$ cat config.mk
export PLATFORM = sky130hd
export DESIGN_NAME = json_string_escaper_unit
export DESIGN_NICKNAME = d
export VERILOG_FILES = /design/src/jse_pkg.sv /design/src/jse_front.sv /design/src/jse_queue.sv /design/src/jse_back.sv /design/src/json_string_escaper_unit.sv
export SDC_FILE = /design/constraint.sdc
export NUM_CORES = 1
export LEC_CHECK = 0
export BUFFER_PORTS_ARGS = -buffer_cell sky130_fd_sc_hd__clkbuf_2
export CORE_MARGIN = 2
export CORE_UTILIZATION = 35
export CTS_CLUSTER_SIZE = 8
export DETAILED_ROUTE_END_ITERATION = 7
export SLEW_MARGIN = 20
export SYNTH_ARGS = -nofsm -noshare
export SYNTH_HDL_FRONTEND = slang
export SYNTH_SLANG_ARGS = --single-unit
$ cat constraint.sdc
create_clock -name clk -period 4.7 [get_ports clk]
set_input_delay 0.47 -clock clk [delete_from_list [all_inputs] [get_ports clk]]
set_output_delay 0.47 -clock clk [all_outputs]
set_load 0.05 [all_outputs]
$ cat src/jse_pkg.sv
// Shared types, character constants and helper functions for the JSON string escaper.
`default_nettype none

package jse_pkg;

  localparam int unsigned QueueDepth = 4;
  localparam int unsigned QueuePtrW  = $clog2(QueueDepth);
  localparam int unsigned QueueCntW  = $clog2(QueueDepth + 1);
  localparam int unsigned PosW       = 3;
  localparam int unsigned SeqLenW    = 4;
  localparam int unsigned BodyLenW   = 3;

  localparam logic [7:0] CH_QUOTE  = 8'h22;
  localparam logic [7:0] CH_BSLASH = 8'h5C;
  localparam logic [7:0] CH_BS     = 8'h08;
  localparam logic [7:0] CH_FF     = 8'h0C;
  localparam logic [7:0] CH_LF     = 8'h0A;
  localparam logic [7:0] CH_CR     = 8'h0D;
  localparam logic [7:0] CH_TAB    = 8'h09;
  localparam logic [7:0] CH_LOW_B  = 8'h62;
  localparam logic [7:0] CH_LOW_F  = 8'h66;
  localparam logic [7:0] CH_LOW_N  = 8'h6E;
  localparam logic [7:0] CH_LOW_R  = 8'h72;
  localparam logic [7:0] CH_LOW_T  = 8'h74;
  localparam logic [7:0] CH_LOW_U  = 8'h75;
  localparam logic [7:0] CH_ZERO   = 8'h30;
  localparam logic [7:0] CH_UPPER_A = 8'h41;
  localparam logic [7:0] CTRL_MAX  = 8'h1F;

  // How the body of one input byte is written out.
  typedef enum logic [1:0] {
    KIND_NONE,
    KIND_PLAIN,
    KIND_SHORT,
    KIND_UNI
  } kind_t;

  // One classified request as it travels from the front to the back.
  typedef struct packed {
    logic       open_q;
    logic       close_q;
    kind_t      kind;
    logic [7:0] ch;
  } desc_t;

  function automatic logic [BodyLenW-1:0] body_len(input kind_t kind);
    logic [BodyLenW-1:0] len;
    unique case (kind)
      KIND_NONE:  len = BodyLenW'(0);
      KIND_PLAIN: len = BodyLenW'(1);
      KIND_SHORT: len = BodyLenW'(2);
      KIND_UNI:   len = BodyLenW'(6);
      default:    len = BodyLenW'(0);
    endcase
    return len;
  endfunction

  function automatic logic [7:0] hex_digit(input logic [3:0] nib);
    logic [7:0] d;
    if (nib < 4'd10) begin
      d = CH_ZERO + {4'd0, nib};
    end else begin
      d = CH_UPPER_A + {4'd0, nib} - 8'd10;
    end
    return d;
  endfunction

endpackage

`default_nettype wire

$ cat src/jse_front.sv
// Front end: classifies each accepted byte into an escape request for the queue.
`default_nettype none

module jse_front (
  input  wire logic          s_valid,
  input  wire logic          q_full,
  input  wire logic [7:0]    in_byte,
  input  wire logic          first_of_string,
  input  wire logic          last_of_string,
  input  wire logic          empty_string,
  output logic               s_ready,
  output logic               push,
  output jse_pkg::desc_t     push_desc
);

  jse_pkg::kind_t kind;
  logic [7:0]     ch;

  always_comb begin
    kind = jse_pkg::KIND_PLAIN;
    ch   = in_byte;
    unique case (in_byte)
      jse_pkg::CH_QUOTE:  begin kind = jse_pkg::KIND_SHORT; ch = jse_pkg::CH_QUOTE;  end
      jse_pkg::CH_BSLASH: begin kind = jse_pkg::KIND_SHORT; ch = jse_pkg::CH_BSLASH; end
      jse_pkg::CH_BS:     begin kind = jse_pkg::KIND_SHORT; ch = jse_pkg::CH_LOW_B;  end
      jse_pkg::CH_FF:     begin kind = jse_pkg::KIND_SHORT; ch = jse_pkg::CH_LOW_F;  end
      jse_pkg::CH_LF:     begin kind = jse_pkg::KIND_SHORT; ch = jse_pkg::CH_LOW_N;  end
      jse_pkg::CH_CR:     begin kind = jse_pkg::KIND_SHORT; ch = jse_pkg::CH_LOW_R;  end
      jse_pkg::CH_TAB:    begin kind = jse_pkg::KIND_SHORT; ch = jse_pkg::CH_LOW_T;  end
      default: begin
        if (in_byte <= jse_pkg::CTRL_MAX) begin
          kind = jse_pkg::KIND_UNI;
        end
      end
    endcase
    // An empty string carries no body, only the two quotes.
    if (empty_string) begin
      kind = jse_pkg::KIND_NONE;
    end
  end

  assign s_ready           = !q_full;
  assign push              = s_valid && !q_full;
  assign push_desc.open_q  = first_of_string || empty_string;
  assign push_desc.close_q = last_of_string || empty_string;
  assign push_desc.kind    = kind;
  assign push_desc.ch      = ch;

endmodule

`default_nettype wire

$ cat src/jse_queue.sv
// Short request queue between the classifying front and the emitting back.
`default_nettype none

module jse_queue (
  input  wire logic            clk,
  input  wire logic            rst,
  input  wire logic            push,
  input  wire jse_pkg::desc_t  push_desc,
  input  wire logic            pop,
  output logic                 full,
  output logic                 head_valid,
  output jse_pkg::desc_t       head_desc
);

  jse_pkg::desc_t                 mem [jse_pkg::QueueDepth];
  logic [jse_pkg::QueuePtrW-1:0]  wr_ptr;
  logic [jse_pkg::QueuePtrW-1:0]  rd_ptr;
  logic [jse_pkg::QueueCntW-1:0]  count;

  assign full       = (count == jse_pkg::QueueCntW'(jse_pkg::QueueDepth));
  assign head_valid = (count != '0);
  assign head_desc  = mem[rd_ptr];

  always_ff @(posedge clk) begin
    if (push) begin
      mem[wr_ptr] <= push_desc;
    end
  end

  always_ff @(posedge clk) begin
    if (rst) begin
      wr_ptr <= '0;
      rd_ptr <= '0;
      count  <= '0;
    end else begin
      if (push) begin
        wr_ptr <= wr_ptr + 1'b1;
      end
      if (pop) begin
        rd_ptr <= rd_ptr + 1'b1;
      end
      unique case ({push, pop})
        2'b10:   count <= count + 1'b1;
        2'b01:   count <= count - 1'b1;
        default: count <= count;
      endcase
    end
  end

endmodule

`default_nettype wire

$ cat src/jse_back.sv
// Back end: walks the head request byte by byte into the registered output stage.
`default_nettype none

module jse_back (
  input  wire logic            clk,
  input  wire logic            rst,
  input  wire logic            head_valid,
  input  wire jse_pkg::desc_t  head_desc,
  output logic                 pop,
  output logic                 m_tvalid,
  input  wire logic            m_tready,
  output logic [7:0]           m_tdata,
  output logic                 m_tlast
);

  logic [jse_pkg::PosW-1:0]     pos;
  logic [jse_pkg::BodyLenW-1:0] blen;
  logic [jse_pkg::SeqLenW-1:0]  seq_len;
  logic [jse_pkg::PosW-1:0]     bidx;
  logic                         emit;
  logic                         final_byte;
  logic [7:0]                   body_byte;
  logic [7:0]                   cur_byte;
  logic                         cur_last;

  assign blen    = jse_pkg::body_len(head_desc.kind);
  assign seq_len = jse_pkg::SeqLenW'(head_desc.open_q) + jse_pkg::SeqLenW'(blen)
                 + jse_pkg::SeqLenW'(head_desc.close_q);
  assign bidx    = pos - jse_pkg::PosW'(head_desc.open_q);
  assign final_byte = ({1'b0, pos} == seq_len - 1'b1);
  assign emit    = head_valid && (!m_tvalid || m_tready);
  assign pop     = emit && final_byte;

  always_comb begin
    body_byte = head_desc.ch;
    unique case (head_desc.kind)
      jse_pkg::KIND_SHORT: begin
        body_byte = (bidx == '0) ? jse_pkg::CH_BSLASH : head_desc.ch;
      end
      jse_pkg::KIND_UNI: begin
        unique case (bidx)
          3'd0:    body_byte = jse_pkg::CH_BSLASH;
          3'd1:    body_byte = jse_pkg::CH_LOW_U;
          3'd4:    body_byte = jse_pkg::hex_digit(head_desc.ch[7:4]);
          3'd5:    body_byte = jse_pkg::hex_digit(head_desc.ch[3:0]);
          default: body_byte = jse_pkg::CH_ZERO;
        endcase
      end
      default: body_byte = head_desc.ch;
    endcase
  end

  always_comb begin
    cur_last = 1'b0;
    if (head_desc.open_q && pos == '0) begin
      cur_byte = jse_pkg::CH_QUOTE;
    end else if ({1'b0, bidx} < jse_pkg::SeqLenW'(blen)) begin
      cur_byte = body_byte;
    end else begin
      cur_byte = jse_pkg::CH_QUOTE;
      cur_last = 1'b1;
    end
  end

  always_ff @(posedge clk) begin
    if (rst) begin
      pos      <= '0;
      m_tvalid <= 1'b0;
    end else begin
      if (emit) begin
        pos      <= final_byte ? '0 : pos + 1'b1;
        m_tvalid <= 1'b1;
      end else if (m_tready) begin
        m_tvalid <= 1'b0;
      end
    end
  end

  always_ff @(posedge clk) begin
    if (emit) begin
      m_tdata <= cur_byte;
      m_tlast <= cur_last;
    end
  end

endmodule

`default_nettype wire

$ cat src/json_string_escaper_unit.sv
// Top level of the JSON string escaper: front classifier, request queue and byte emitter.
//
//   channel   dir  tdata         tuser                              tlast
//   s_*       in   in_byte[7:0]  [0] first_of_string [1] empty_string  last_of_string
//   m_*       out  out_byte[7:0] -                                  out_last
//
// An input byte becomes one to eight output bytes (quotes plus zero, one, two or six
// body bytes) through the single-byte output register. Plain bytes flow at one per
// cycle unless the output stalls; escapes stall input once the four-entry queue fills.
// Synchronous reset empties the queue and drops any pending output byte.
// A stalled output holds its byte while the front keeps filling the queue.
`default_nettype none

module json_string_escaper_unit (
  input  wire logic       clk,
  input  wire logic       rst,
  input  wire logic       s_tvalid,
  output logic            s_tready,
  input  wire logic [7:0] s_tdata,   // [7:0] in_byte
  input  wire logic [1:0] s_tuser,   // [0] first_of_string, [1] empty_string
  input  wire logic       s_tlast,   // last_of_string
  output logic            m_tvalid,
  input  wire logic       m_tready,
  output logic [7:0]      m_tdata,   // [7:0] out_byte
  output logic            m_tlast    // out_last
);

  logic           q_full;
  logic           push;
  jse_pkg::desc_t push_desc;
  logic           pop;
  logic           head_valid;
  jse_pkg::desc_t head_desc;

  jse_front u_front (
    .s_valid         (s_tvalid),
    .q_full          (q_full),
    .in_byte         (s_tdata),
    .first_of_string (s_tuser[0]),
    .last_of_string  (s_tlast),
    .empty_string    (s_tuser[1]),
    .s_ready         (s_tready),
    .push            (push),
    .push_desc       (push_desc)
  );

  jse_queue u_queue (
    .clk        (clk),
    .rst        (rst),
    .push       (push),
    .push_desc  (push_desc),
    .pop        (pop),
    .full       (q_full),
    .head_valid (head_valid),
    .head_desc  (head_desc)
  );

  jse_back u_back (
    .clk        (clk),
    .rst        (rst),
    .head_valid (head_valid),
    .head_desc  (head_desc),
    .pop        (pop),
    .m_tvalid   (m_tvalid),
    .m_tready   (m_tready),
    .m_tdata    (m_tdata),
    .m_tlast    (m_tlast)
  );

endmodule

`default_nettype wire

-- After elaboration in Yosys (flattened, before gate mapping)
Memory sizes are Yosys's and may differ from the RTL's. A register that Yosys moved wholly into a read port is not among the register bits.
Cells that the tools add are included.
W data, S select, Z words.
- add/sub/neg operators: 15
- order comparisons: 4
- eq/ne operators: 17
- mux-type cells: 19
- bitwise logic cells: 1
- reduce and logical (&&, ||, !) cells: 17
- operator list (operator ; count):
    $pmux W8 S7 ; 1
    $eq A8 B4 Y1 const B ; 5
    $pmux W8 S4 ; 1
    $mux W8 ; 3
    $add A7 B4 Y8 const A ; 2
    $pmux W8 S2 ; 1
    $sub A8 B4 Y8 const B ; 2
    $add A6 B4 Y7 const A ; 2
    $pmux W3 S4 ; 1
    $mux W2 ; 5
    $eq A3 B3 Y1 const B ; 3
    $eq A8 B6 Y1 const B ; 1
    $eq A8 B7 Y1 const B ; 1
    $le A8 B5 Y1 const B ; 1
    $lt A4 B4 Y1 const B ; 2
    $reduce_or A7 Y1 ; 1
    $add A3 B1 Y3 const B ; 2
    $eq A2 B2 Y1 const B ; 3
    $logic_not A3 Y1 ; 2
    $pmux W3 S2 ; 1
    $mux W1 ; 5
    $add A1 B3 Y4 ; 1
    $add A2 B1 Y2 const B ; 2
    $add A4 B1 Y4 ; 1
    16 further kinds ; 24
- flip-flop bits (word level): 20
- bits in writable memories: 48
- input bits: 15
- output and inout bits: 11
- word-level logic and storage cells: 81
- memories: 1
- memory list (name ; words ; bits a word ; rd ports ; clocked after Yosys merged registers in ; wr ports ; line ; RTL):
    u_queue.mem ; 4 ; 12 ; 1 ; 1 ; 1 ; jse_queue.sv:15 ; jse_pkg::desc_t mem [jse_pkg::QueueDepth];

-- Depth between registers and ports, before layout
- depth after elaboration: 9
- gate-level depth with buffers: 16
- depth with buffers taken out: 16

-- By module
A second synthesis with hierarchy kept.
- cells, all modules: 271
- area total of the unflattened synthesis: 3529.6 µm²
- modules (own cells, without submodules) (module ; instances ; cells each ; area each (µm²) ; seq. area each (µm²)):
    jse_queue ; 1 ; 109 ; 2170.8 ; 1621.6
    jse_back ; 1 ; 127 ; 1129.8 ; 350.3
    jse_front ; 1 ; 35 ; 229.0 ; 0.0

-- Worst setup path after synthesis
No wires, ideal clock.
- path type: register -> register
- start point: register with a tool-made name
- end point: register u_queue.count[2] in the netlist's numbering
- setup time: 0.070 ns
- data arrival time: 4.060 ns
- data required time: 4.630 ns
- path slack: 0.570 ns
- cell stages (with the launch flop): 17
- buffers on the path: 0
- clock period less this slack: 4.130 ns
- cells stage by stage: dfxtp_1 mux4_2 inv_1 nand2_1 ha_1 inv_1 ha_1 fa_1 xor2_1 or3b_1 a31oi_4 ha_1 inv_1 fa_1 xor2_1 or3_1 a21oi_1
- RTL lines (item ; line ; RTL):
    end signal, assigned ; jse_queue.sv:43 ; 2'b10: count <= count + 1'b1;
    end signal, assigned ; jse_queue.sv:44 ; 2'b01: count <= count - 1'b1;
    end signal, assigned ; jse_queue.sv:45 ; default: count <= count;
    end, declared ; jse_queue.sv:18 ; logic [jse_pkg::QueueCntW-1:0] count;

==> results.txt <==
Net Sw Power - 0.000847 W
Clock sink total - 70
Largest net degree at the start of global routing - 15
Crit path capture - u_queue.count[2]
Yosys cell types - 53
Setup Fix Bufs, Post-CTS - 0
Reg2Reg Capture Point - u_queue.count[2]
Combinational share of power - 39.6%
Share of layout cells above drive strength 1 - 20.7%
Worst setup EP type - flop
Sw frac - 38.7%
Final WL - 6520 um
Max Slew Vio Count - 0
Worst EP required - 4970 ps
Overflow after GRT - 0
Ant. Diodes - 0
Chip height - 104 um
Leak Pwr - 1.45 nW
Crit share post-route - 92.3%
Warnings, synthesis - 0
Fin crit period - 4340 ps
Number of CTS-inserted buffers - 9
Post-synth EDFFs - 57
Cell accounting for the most synthesized area - edfxtp_1
Clock power frac - 22.7%
Avg Cell Area, Syn - 12.6 sq um
GPL Wtd Cong - 0.821
Filler cells - 940
Worst clock skew - 12.3 ps
Post-DRT Antenna Nets - 0
DRT Pass-1 Iters - 4
Critical Path AT - 4610 ps
Mapped cell area - 0.00352 sq mm
H-tree levels - 3
Total core area - 0.00977 sq mm
Slew HR - 54.5%
Setup slack, reg-to-reg - 360 ps
FF-to-FF path depth - 16
Dominant cells by area after synthesis - edfxtp_1 (49%), mux4_2 (7.7%), dfxtp_1 (7.4%), ha_1 (5.7%), a21oi_1 (3.4%)
Die X - 104 um
Root Driver - clkbuf_8
Register area share after synthesis - 56.0%
Gate Count Post-Synth - 280
FP Rows - 36
DIE AREA - 0.0109 sq mm
CTS tree - built
Post-DP HPWL - 4590 um
Cts repair resizes - 0
RSZ-0062 raised after global routing - false
Synth Register Bits - 70
Clock Path Buffers - 2
Vias after detailed routing - 2234
Pint - 0.00134 W
Top-count cell post-synth - edfxtp_1
CTS clk-pin slew, worst paths - 80 ps
# nets final - 347
Async S/R FF share, synth - 0%
Critical path startpoint category - flop
Setup TNS - 0 ps
Gr usage total - 12.7%
HP Class - in -> reg
# DRC - 0
Critical path class - reg -> reg
Routed len/inst - 14.4 um
Status - completed
Part of the power in registers - 37.8%
Final Hold Vio Count - 0
Main synth FF type - edfxtp_1
Worst VDD drop - 192 uV
Max FO, Critical Path - 8
Initial antenna violation count - 0
Core Util, Final - 41.1%
Measured slew at the worst slew-check pin - 676 ps
First-pass GRT wire length - 10700 um
Clk_lat worst skew - 350 ps
CTS hold repair buffers - 0
I/O pin total - 26
Hold path startpoint - m_tready
Area Growth Syn to Fin - 14.1%
Post-synth top cells - edfxtp_1 (57), inv_1 (25), a21oi_1 (24), nor2_1 (18), ha_1 (16)
Power per Cell Area - 545 mW/mm^2
Initial core utilization - 36.0%
Max cap viols - 0
Syn_nets - 313
Vias in the first global route - 2208
Port Buf Inserts - 25
Final setup violation count - 0
Peak Freq - 231 MHz
Share of the synthesized area in the top cell type - 48.6%
Routed vias/inst - 4.94
DRT iter0 DRCs - 90
## cell usage in the layout, fill, tap and decap left out, types with 12 or more instances in the layout
cell / count
mux4_2: 12
inv_1: 25
nand2_1: 15
clkbuf_2: 25
a21oi_1: 24
dfxtp_1: 13
ha_1: 16
edfxtp_1: 57
nor2_1: 18
## registers in the layout, summed over array words and instances, names as in the netlist, named ones only
register and count:
u_back.m_tvalid 1, u_queue.count 3, u_queue.mem 48, u_queue.wr_ptr 2, u_back.m_tlast 1, u_back.m_tdata 8, u_back.pos 3, u_queue.rd_ptr 2
## power by group through the flow
stage                     combinational (W)  clock, W  sequential [W]
after floorplan                    0.000527         0        0.000986
after global placement             0.000843         0        0.000841
after detailed placement           0.000854         0        0.000844
after CTS                          0.000861  0.000507        0.000830
after global routing               0.000955  0.000533        0.000840
final                              0.000867  0.000496        0.000827
## logic make-up after synthesis
kind of cell / synth area share [%]
and+or+nand+nor: 11.0
AOI/OAI and AO/OA: 11.9
adders and majority gates: 6.82
buffers and inverters: 3.62
muxes: 7.68
xor gates and xnor gates: 2.99
DFF: 56.0
## through the flow
step / hold WS (ps) / worst slack, ps / cells / total power [W] / instance area (sq um)
2_1_floorplan: 469 / 570 / 280 / 0.00151 / 3520
3_3_place_gp: 483 / 518 / 435 / 0.00168 / 3800
3_5_place_dp: 486 / 367 / 435 / 0.00170 / 3800
4_1_cts: 392 / 322 / 451 / 0.00220 / 4010
5_1_grt: 416 / 37.0 / 452 / 0.00233 / 4020
6_report: 402 / 363 / 452 / 0.00219 / 4020
## metal layers
| layer | part of all wire (%) | global-route usage (%) | wire length [um] | vias to the layer above |
|---|---|---|---|---|
| li1 | - | - | - | 1116 |
| met1 | 46 | 15.4 | 3020 | 1059 |
| met2 | 48 | 21.6 | 3120 | 52 |
| met3 | 4.2 | 2.26 | 273 | 7 |
| met4 | 1.7 | 6.76 | 111 | 0 |
| met5 | 0 | 0 | 0 | - |
## cell type report
cell class | instances | area, sq um | area share [%]
sequential | 70 | 1970 | 49.1
multi-input combinational | 178 | 1420 | 35.4
clock buffer | 9 | 124 | 3.08
timing repair buffer | 29 | 155 | 3.86
clock inverter | 7 | 80.1 | 1.99
inverter | 26 | 97.6 | 2.43
tap | 133 | 166 | 4.14
## critical path, stage by stage, from the launching register on
cell and delay (ps):
dfxtp_1 360, mux4_2 580, inv_1 220, nand2_1 80, ha_1 280, inv_1 40
ha_1 220, fa_1 390, xor2_1 170, or3b_1 430, a31oi_4 260, ha_1 220
inv_1 60, fa_1 370, xor2_1 160, or3_1 310, a21oi_1 140
## worst min path at each step
stage | to | slack (ps) | depth (start not counted)
2_1_floorplan | u_queue.wr_ptr[1] | 470 | 2
3_3_place_gp | u_back.m_tvalid | 480 | 2
3_5_place_dp | u_back.m_tvalid | 490 | 2
4_1_cts | u_back.m_tvalid | 390 | 4
5_1_grt | u_queue.mem[3][7] | 420 | 1
6_report | u_back.m_tvalid | 400 | 4
Power figures use the tool's default switching activity.
